## src/rtl/core/phsc_pkg.sv

```systemverilog
// Package for the pooled hash shared context counter.
// Widths, request, status and register codes, and the memory word types.
// No dependencies.
package phsc_pkg;

  localparam int unsigned TUP_W   = 52;
  localparam int unsigned GEN_W   = 11;
  localparam int unsigned CNT_W   = 16;
  localparam int unsigned SLOT_W  = 16;
  localparam int unsigned PRB_W   = 17;
  localparam int unsigned HWORD_W = 64;

  localparam logic [SLOT_W-1:0] TABLE_SIZE  = 16'd65521;
  localparam logic [SLOT_W-1:0] TABLE_LAST  = 16'd65520;
  localparam logic [PRB_W-1:0]  TABLE_PRB   = 17'd65521;
  localparam logic [GEN_W-1:0]  GENOME_LAST = 11'd2047;
  localparam int unsigned       CNT_DEPTH   = 2048;
  localparam logic [CNT_W-1:0]  COUNT_MAX   = 16'hFFFF;

  // request kinds
  localparam logic [1:0] REQ_INSERT  = 2'd0;
  localparam logic [1:0] REQ_READ    = 2'd1;
  localparam logic [1:0] REQ_ADVANCE = 2'd2;

  // status codes
  localparam logic [1:0] ST_OK    = 2'd0;
  localparam logic [1:0] ST_PROBE = 2'd1;
  localparam logic [1:0] ST_RANGE = 2'd2;

  // configuration register indexes
  localparam logic CFG_OBJ_MASK   = 1'b0;
  localparam logic CFG_TUPLE_MASK = 1'b1;

  // counter memory word; an entry counts only when its epoch is the current genome
  typedef struct packed {
    logic [GEN_W-1:0] epoch;
    logic [CNT_W-1:0] ctx;
    logic [CNT_W-1:0] obj;
  } cnt_word_t;

  typedef struct packed {
    logic               we;
    logic [SLOT_W-1:0]  waddr;
    logic [HWORD_W-1:0] wdata;
    logic               re;
    logic [SLOT_W-1:0]  raddr;
  } hash_port_t;

  typedef struct packed {
    logic             we;
    logic [GEN_W-1:0] waddr;
    cnt_word_t        wdata;
    logic             re;
    logic [GEN_W-1:0] raddr;
  } cnt_port_t;

endpackage

```

## src/rtl/core/phsc_mod.sv

```systemverilog
// Two-stage remainder unit: context mod 65521 and mod 65520 in parallel.
// Depends on phsc_pkg.
module phsc_mod (
  input  logic                        clk,
  input  logic                        rst_n,
  input  logic                        start,
  input  logic [phsc_pkg::TUP_W-1:0]  ctx,
  output logic                        done,
  output logic [phsc_pkg::SLOT_W-1:0] rem_t,
  output logic [phsc_pkg::SLOT_W-1:0] rem_t1
);
  import phsc_pkg::*;

  logic [15:0]       a0, a1, a2;
  logic [3:0]        a3;
  logic [23:0]       y1_r, y1_nxt;
  logic [24:0]       y2_r, y2_nxt;
  logic [16:0]       f1, f2;
  logic [SLOT_W-1:0] r1_r, r2_r;
  logic              v_r, done_r;

  // 16-bit digits of the context
  assign a0 = ctx[15:0];
  assign a1 = ctx[31:16];
  assign a2 = ctx[47:32];
  assign a3 = ctx[TUP_W-1:48];

  // first fold: 2^16 is 15 mod 65521 and 16 mod 65520
  assign y1_nxt = 24'(a0) + 24'(a1) * 24'd15 + 24'(a2) * 24'd225 + 24'(a3) * 24'd3375;
  assign y2_nxt = 25'(a0) + {5'd0, a1, 4'd0} + {1'b0, a2, 8'd0} + {9'd0, a3, 12'd0};

  // second fold, below twice the modulus
  assign f1 = 17'(y1_r[15:0]) + 17'(y1_r[23:16]) * 17'd15;
  assign f2 = 17'(y2_r[15:0]) + {4'd0, y2_r[24:16], 4'd0};

  // control
  always_ff @(posedge clk) begin
    if (!rst_n) begin
      v_r    <= 1'b0;
      done_r <= 1'b0;
    end else begin
      v_r    <= start;
      done_r <= v_r;
    end
  end

  // datapath: fold, then one conditional subtract
  always_ff @(posedge clk) begin
    if (start) begin
      y1_r <= y1_nxt;
      y2_r <= y2_nxt;
    end
    if (v_r) begin
      r1_r <= (f1 >= {1'b0, TABLE_SIZE}) ? SLOT_W'(f1 - {1'b0, TABLE_SIZE}) : f1[SLOT_W-1:0];
      r2_r <= (f2 >= {1'b0, TABLE_LAST}) ? SLOT_W'(f2 - {1'b0, TABLE_LAST}) : f2[SLOT_W-1:0];
    end
  end

  assign done   = done_r;
  assign rem_t  = r1_r;
  assign rem_t1 = r2_r;
endmodule

```

## config.mk

```make
export PLATFORM = sky130hd
export DESIGN_NAME = phsc_mod
export DESIGN_NICKNAME = d
export VERILOG_FILES = /design/src/rtl/core/phsc_pkg.sv /design/src/rtl/core/phsc_mod.sv
export SDC_FILE = /design/constraint.sdc
export NUM_CORES = 1
export LEC_CHECK = 0
export BUFFER_PORTS_ARGS = -buffer_cell sky130_fd_sc_hd__buf_2
export CAP_MARGIN = 15
export CORE_ASPECT_RATIO = 1.2
export CORE_MARGIN = 1.5
export CORE_UTILIZATION = 57
export CTS_CLUSTER_DIAMETER = 40
export DETAILED_ROUTE_END_ITERATION = 10
export PLACE_DENSITY_LB_ADDON = 0.2
export SYNTH_ARGS = -nofsm -noshare
export SYNTH_HDL_FRONTEND = slang
export SYNTH_SLANG_ARGS = --single-unit
```

## constraint.sdc

```tcl
create_clock -name clk -period 5.9 [get_ports clk]
set_input_delay 0.59 -clock clk [delete_from_list [all_inputs] [get_ports clk]]
set_output_delay 0.59 -clock clk [all_outputs]
set_load 0.03 [all_outputs]
```

# ---- Yosys cells after proc, flatten, opt, wreduce, memory -nomap -nowiden
# Index checks and enable logic that the tools add are counted.
dict set report totals {
  reg_bits 83
  latchBits 0
  mem_bits_rw 0
  rom_bits 0
  inputBits 55
  output_inout_bits 33
  elab_cells 24
  n_memories 0
}
dict set report op_classes {
  addsub 10
  mul 4
  div 0
  magnitude_cmp 2
  n_eq_ne 0
  shifts 0
  mux 2
  bitwise_logic 0
  reduce_logical 0
}
# operator count
set op_table {}
lappend op_table {{16-bit by 20-bit adder with 21-bit output} 2}
lappend op_table {{17-bit by 16-bit >= comparator with 1-bit output, second input constant} 2}
lappend op_table {{16-bit 2-to-1 mux} 2}
lappend op_table {{16-bit subtractor, second input constant} 2}
lappend op_table {{21-bit by 24-bit adder with 25-bit output} 1}
lappend op_table {{25-bit by 16-bit adder with 25-bit output} 1}
lappend op_table {{21-bit by 24-bit adder with 24-bit output} 1}
lappend op_table {{24-bit by 16-bit adder with 24-bit output} 1}
lappend op_table {{16-bit by 8-bit multiplier with 24-bit output, second input constant} 1}
lappend op_table {{16-bit by 4-bit multiplier with 20-bit output, second input constant} 1}
lappend op_table {{16-bit by 12-bit adder with 17-bit output} 1}
lappend op_table {{16-bit by 13-bit adder with 17-bit output} 1}
lappend op_table {{4-bit by 12-bit multiplier with 16-bit output, second input constant} 1}
lappend op_table {{8-bit by 4-bit multiplier with 12-bit output, second input constant} 1}

# ---- Longest topological paths before layout
# Gate-level depths: netlist of run 1.
dict set report depth {
  depth_word 4
  mapped_depth 22
}

# ---- Worst setup path before layout of run 1
# No wires, ideal clock.
dict set report synth_timing {
  kind {input to register}
  start {in ctx[24] (netlist name)}
  end {reg y1_r[22], data pin}
  arrival_time_ns 5.957
  required_ns 5.642
  setup_slack_ns -0.315
  cell_stages 20
  n_path_buf 0
  path_cell_list {inv_1 > fa_1 > inv_1 > fa_1 > fa_1 > fa_1 > fa_1 > inv_1 > fa_1 > inv_1 > ha_1 > a21o_1 > a21oi_1 > o21ai_0 > a221o_1 > o41ai_1 > nor3_1 > o31a_1 > nor2_1 > xnor2_1}
}
dict set report synth_between {
  elab_chain_len 4
}
# element line
set synth_lines {}
lappend synth_lines {{from (decl)} phsc_mod.sv:7} ;# input logic [phsc_pkg::TUP_W-1:0] ctx,
lappend synth_lines {{16-bit by 4-bit multiplier with 20-bit output} phsc_mod.sv:29} ;# assign y1_nxt = 24'(a0) + 24'(a1) * 24'd15 + 24'(a2) * 24'd225 + 24'(a3) * 24'd3375;
lappend synth_lines {{16-bit by 20-bit adder with 21-bit output} phsc_mod.sv:29}
lappend synth_lines {{21-bit by 24-bit adder with 24-bit output} phsc_mod.sv:29}
lappend synth_lines {{24-bit by 16-bit adder with 24-bit output} phsc_mod.sv:29}
lappend synth_lines {{named net y1_nxt[22]} phsc_mod.sv:16} ;# logic [23:0] y1_r, y1_nxt;
lappend synth_lines {{to (signal assigned)} phsc_mod.sv:50} ;# y1_r <= y1_nxt;
lappend synth_lines {{to (decl)} phsc_mod.sv:16}
# The timed path passes the listed nets, and every way through them passes these cells.
# A chain may end at the register's enable or synchronous reset.

# ---- Worst setup path in the final report of run 1
dict set report layout_timing {
  start {in ctx[25] (netlist name)}
  end {reg y1_r[22], data pin}
}
# Same word-level chain as after synthesis.

==> results of run 1 <==
cells in the mapped netlist (all sizes together), types with 8 or more instances:
master	count	area (µm²)
inv	293	1100
ha	178	2227
fa	163	3263
edfxtp	81	2432
xnor2	52	455.4
a21oi	42	210.2
nor2	42	157.7
nand2	30	112.6
o21ai	26	130.1
xor2	22	192.7
nand3	18	95.09
nor3	15	86.34
a21o	13	97.59
and3	11	68.82
nor2b	10	62.56
a211oi	8	65.06
and2	8	50.05
stage by stage:
stage | utilization, % | hold WS (ns)
after floorplan | - | 0.4268
after global placement | 64.33 | 0.4323
after detailed placement | 64.33 | 0.4448
after CTS | 66.01 | 0.4393
after global routing | 66.74 | 0.4383
final | 66.74 | 0.4484
layer usage:
layer | share of wire, % | global-route usage, %
met5 | 0 | 0
met4 | 3.9 | 9.585
met1 | 41 | 29.26
met3 | 2.9 | 2.133
met2 | 52 | 43.54
cell families (layout without fill, tap and decap cells):
group | count (synthesis) | in the layout | synth area share [%]
DFF | 83 | 83 | 21.31
xor gates and xnor gates | 74 | 74 | 5.587
and+or+nand+nor | 166 | 166 | 7.464
buffers and inverters | 295 | 462 | 9.557
muxes | 2 | 2 | 0.1941
AOI/OAI and AO/OA | 142 | 142 | 8.554
other | 0 | 1 | 0
adders and majority gates | 341 | 341 | 47.33
path summary, 6_finish.rpt:
kind	start	endpoint	slack [ns]	cells past startpoint
max	ctx[25]	y1_r[22]	0.01	22
max reg2reg	y1_r[22]	rem_t[6]	0.86	17
min	ctx[2]	y2_r[2]	0.45	1
min reg2reg	y2_r[1]	rem_t1[1]	0.46	0
area by class of cell:
| type | count | area [µm²] |
|---|---|---|
| Clock inverter | 7 | 78.83 |
| Sequential cell | 83 | 2472 |
| Tap cell | 265 | 331.6 |
| Multi-Input combinational cell | 725 | 8238 |
| Antenna cell | 1 | 2.502 |
| Inverter | 293 | 1115 |
| Fill cell | 1602 | 6690 |
| Clock buffer | 9 | 225.2 |
| Timing Repair Buffer | 153 | 958.4 |
state kept, by name (all words and copies together) (netlist names):
register	cells
y2_r	25
y1_r	24
rem_t1	16
rem_t	16
done	1
v_r	1
what timing repair did:
| item | CTS | global route |
|---|---|---|
| endpoints found under the hold margin | 0 | 0 |
| resized for setup | 3 | 28 |
| pin swaps | 3 | 43 |
| buffers inserted | 2 | 6 |
| cloned | 0 | 0 |
| endpoints found under the setup margin | 3 | 6 |
worst max-delay path, stage by stage:
cell        delay [ns]
buf_4             0.10
clkinvlp_4        0.15
buf_6             0.15
fa_1              0.48
inv_1             0.05
fa_2              0.53
fa_2              0.46
fa_2              0.41
fa_1              0.51
inv_2             0.04
fa_1              0.52
inv_1             0.06
ha_4              0.21
a21o_1            0.20
a21oi_2           0.16
o21ai_2           0.08
a221o_1           0.38
o41ai_4           0.37
nor3_2            0.08
o31a_1            0.24
nor2_1            0.11
xnor2_1           0.08
==> key figures, run 1 <==
Timing
  – Endpoints failing hold: 0
  – Fmax: 169.8 MHz
  – Slew HR: 54.52%
  – Worst slew pin tran: ~0.68 ns
  – Setup TNS: 0 ns
  – RSZ-0062 raised after global routing: true
  – Fin crit period: slightly below 6 ns
  – Setup WS post-layout: 0.01203 ns
  – Final number of setup-violating endpoints: 0
  – Period utilization: 99.80%
  – Slew Viols, Final: 0
  – Clock Skews: between 0.009 and 0.01 ns

Finish
  – Final std cells w/o fill: about 1,500
  – Commonest non-fill, non-tap cells in the layout: 284 x inv_1, 169 x ha_1, 158 x fa_1
  – Nets: 1,661
  – Leading cell type in the layout, fill and taps excluded: inv_1
  – Share of cells above drive strength 1: 17.80%
  – Post-route design area: ~13,000 µm²
  – Syn-to-layout area delta: 15.70%

Run
  – Maximum Capacitance Violations: 0

Synthesis
  – Synth Register Bits: a little over 80
  – Post-Syn Area: approximately 12,000 µm²
  – Distinct cells, synth: between 60 and 70
  – Mapped Cells: between 1,000 and 1,500
  – Average cell area after synthesis: 10.52 µm²
  – Sequential fraction of the synthesis area: about a fifth
  – Ys async rst share: 0%
  – Yosys Warn Count: 0
  – Post-Syn Nets: 1,499
  – Post-synth EDFFs: 81
  – Ys flop type: edfxtp_1

Floorplanning
  – Die area: 21,220 µm²
  – Initial Utilization: between 50% and 60%
  – Chip Width: 133.2 µm
  – Area of the core: 20,110 µm²
  – DIE HEIGHT: between 150 and 200 µm
  – Ports: 88
  – Row count: between 50 and 60

Drt
  – WL per Instance: 15.59 µm
  – Iteration count of the initial detailed-routing pass: 4
  – # DRC: 0
  – Initial DRC Count: ~240
  – Final ANT Viol Nets: 0
  – DR vias/cell: around 5.2
  – DR vias: between 7,000 and 8,000
  – Drt total wl: roughly 24 mm

Worst hold path
  – Tightest Hold Check Type: input pin to flop

CTS
  – H-tree depth: 3
  – CTS Hold Bufs: 0
  – Clock sink count: a little over 80
  – Clk Latency, worst-skew pair: 0.34 ns
  – Total CTS buffers: 9
  – CTS tree: yes
  – Root Buffer: clkbuf_16
  – Clk buf depth: 2
  – Clk slew on worst S/H paths: 0.07 ns

Place
  – # placed instances: approximately 1,500
  – GP Congestion: a little over 0.9
  – Placed cell area: roughly 13,000 µm²
  – Port bufs: between 80 and 90
  – HPWL Detailed: 21.14 mm
  – Pre-CTS setup slack: -0.4593 ns

Outcome
  – Status: complete, no violations

Critical path
  – Crit start category: input pin
  – Critical path data required time: roughly 6.0 ns
  – Crit Path Max Fanout: 4
  – Crit path capture type: flop
  – Worst EP arrival: 5.98 ns
  – Critical path class: input pin to flop

Global route
  – GRT Residual Overflow: 0
  – Vias in the first global route: ~8,300
  – Largest net degree at the start of global routing: 51
  – Initial antenna violation count: 1
  – GRT Resource Usage Total: between 20% and 30%
  – First-pass GRT wire length: roughly 40 mm
Power of run 1 is left out: the tool's default activity adds up to more than one toggle a clock period on the data nets, which glitch-free logic cannot reach.
==> run 2: changes to the inputs <==
PLACE_DENSITY = 0.87   (was unset)
PLACE_DENSITY_LB_ADDON = unset   (was 0.2)
==> key figures, run 2 (same netlist as run 1, synthesis figures left out) <==
Critical path
  – Crit start category: input pin
  – Crit Path Max Fanout: 4 (unchanged)
  – Worst path max stage delay: 0.57 ns (+0.04 ns)
  – Cell repeated most along the worst path: fa_1
  – CP top delay family: adder cells
  – Worst EP arrival: 6.11 ns (+0.13 ns)
  – Critical path class: input pin to flop
  – Cells along the critical path: buf_8 -> clkinvlp_4 -> buf_4 -> fa_1 -> inv_1 -> fa_1 -> fa_1 -> fa_1 -> fa_1 -> inv_1 -> fa_1 -> inv_1 -> ha_4 -> nand4_1 -> nor2_2 -> and2_1 -> a221o_1 -> o41ai_4 -> nor3_2 -> o31a_1 -> nor2_1 -> xnor2_1
  – Crit path capture type: flop
  – CP Buf/Inv Count: 6 (unchanged)
  – Slowest CP cell: fa_1
  – Critical path data required time: 6.00 ns (about the same)
  – Setup slack, reg-to-reg: 0.77 ns (-0.09 ns)

Global route
  – Largest net degree at the start of global routing: 51 (unchanged)
  – GRT Residual Overflow: 0 (unchanged)
  – Vias in the first global route: 9,093 (+9.8%)
  – First-pass GRT wire length: 42.75 mm (+7.9%)
  – GRT Resource Usage Total: 25.67% (+1.7 points)
  – Initial antenna violation count: 0 (-1)

Finish
  – Nets: 1,674 (+0.78%)
  – Multi-input gate area: 8292 µm² (+0.65%)
  – Commonest non-fill, non-tap cells in the layout: 271 x inv_1, 168 x ha_1, 153 x fa_1
  – Fillers: 1,403 (-12%)
  – Top reg by flops: y2_r
  – Max FFs per register: 25 (unchanged)
  – Share of cells above drive strength 1: 20.27% (+2.5 points)
  – Syn-to-layout area delta: 17.24%
  – Final std cells w/o fill: 1,548 (+0.78%)
  – Leading cell type in the layout, fill and taps excluded: inv_1
  – Reg area: 2472 µm² (unchanged)
  – # diodes: 0 (-1)
  – Fin util: 67.62% (+0.88 points)
  – Largest regs: y2_r x25, y1_r x24

Drt
  – Final ANT Viol Nets: 0 (unchanged)
  – Initial DRC Count: 553 (+130%)
  – Drt total wl: 26.54 mm (+11%)
  – DR vias/cell: 5.475 (+5.5%)
  – Iteration count of the initial detailed-routing pass: 5 (+1)
  – DR vias: 8,476 (+6.3%)
  – # DRC: 0 (unchanged)
  – WL per Instance: 17.15 µm (+10%)

CTS
  – Clock sink count: 83 (unchanged)
  – Root Buffer: clkbuf_16
  – Clk slew on worst S/H paths: 0.06 ns (about the same)
  – H-tree depth: 3 (unchanged)
  – Clk buf depth: 2 (unchanged)
  – CTS tree: yes
  – Total CTS buffers: 9 (unchanged)
  – CTS Hold Bufs: 0 (unchanged)
  – Clk Latency, worst-skew pair: 0.35 ns (about the same)

Timing
  – Slew Viols, Final: 0 (unchanged)
  – Period utilization: 101.9% (+2.1 points)
  – Slew HR: 25.10% (-29 points)
  – RSZ-0062 raised after global routing: true
  – Final number of setup-violating endpoints: 1 (+1)
  – Worst slew pin tran: 1.124 ns (+0.4459 ns)
  – Fin crit period: 6.014 ns (+0.1261 ns)
  – Fmax: 166.3 MHz (-2.1%)
  – Setup WS post-layout: -0.1141 ns (-0.1261 ns)
  – Clock Skews: 0.01348 ns (+0.003776 ns)
  – Endpoints failing hold: 0 (unchanged)

Floorplanning
  – DIE HEIGHT: 159.3 µm (unchanged)
  – Die area: 21,220 µm² (unchanged)
  – Initial Utilization: 57.68% (unchanged)
  – Area of the core: 20,110 µm² (unchanged)
  – Row count: 57 (unchanged)
  – Ports: 88 (unchanged)
  – Chip Width: 133.2 µm (unchanged)

Place
  – Port bufs: 87 (unchanged)
  – # placed instances: 1,513 (+0.13%)
  – HPWL Detailed: 21.25 mm (+0.53%)
  – GP Congestion: 0.8858 (-3.9%)

Outcome
  – Status: finished with violations
  – Failing checks: setup timing

Run
  – Maximum Capacitance Violations: 0 (unchanged)

Worst hold path
  – Tightest Hold Check Type: input pin to flop
-- run 2: final timing paths --
kind,start,endpoint,cells after the start
worst min register to register,y2_r[2],rem_t1[2],0
worst max register to register,y1_r[21],rem_t[1],16
worst max-delay path,ctx[26],y1_r[22],22
worst min-delay path,ctx[2],y2_r[2],1
-- run 2: cell type report --
type,instances,area share (%)
clock buffer,10,1.684
clock inverter,6,0.6624
inverter,293,8.198
multi-input combinational,725,60.97
sequential,83,18.18
tap,265,2.438
timing repair buffer,166,7.866
-- run 2: per-stage QoR --
stage / setup slack (ns) / setup TNS (ns) / area, µm² / hold slack, ns
2_1_floorplan: -0.005187 / -0.005187 / 11750 / 0.4268
3_3_place_gp: -0.3516 / -1.243 / 12950 / 0.4324
3_5_place_dp: -0.4585 / -2.044 / 12950 / 0.4401
4_1_cts: 0.003676 / 0 / 13390 / 0.4441
5_1_grt: -0.3102 / -0.6701 / 13600 / 0.4502
6_report: -0.1141 / -0.1141 / 13600 / 0.4509
-- run 2: worst reg2reg max path: cells and delay by family, from the launching register on --
| family | cells | cell delay, ns |
|---|---|---|
| flops | 1 | 0.46 |
| simple gates | 2 | 0.68 |
| xor+xnor | 1 | 0.21 |
| buf+inv | 4 | 0.33 |
| fa+ha+maj | 4 | 1.90 |
| mux | 1 | 0.39 |
| compound gates | 4 | 0.92 |
-- run 2: routing by layer --
| layer | share of wire, % | vias to the layer above | global-route usage [%] |
|---|---|---|---|
| li1 | - | 3920 | - |
| met1 | 38 | 4195 | 29.78 |
| met2 | 53 | 282 | 47.63 |
| met3 | 4.7 | 79 | 3.407 |
| met4 | 3.9 | 0 | 10.33 |
| met5 | 0 | - | 0 |
-- run 2: repair_timing --
| action | 4_1_cts | 5_1_grt |
|---|---|---|
| gates cloned | 0 | 0 |
| endpoints found under the setup margin | 4 | 9 |
| pin swaps | 14 | 73 |
| gates resized for setup | 13 | 48 |
| buffers inserted | 6 | 14 |
Power of run 2 is left out for the same reason.
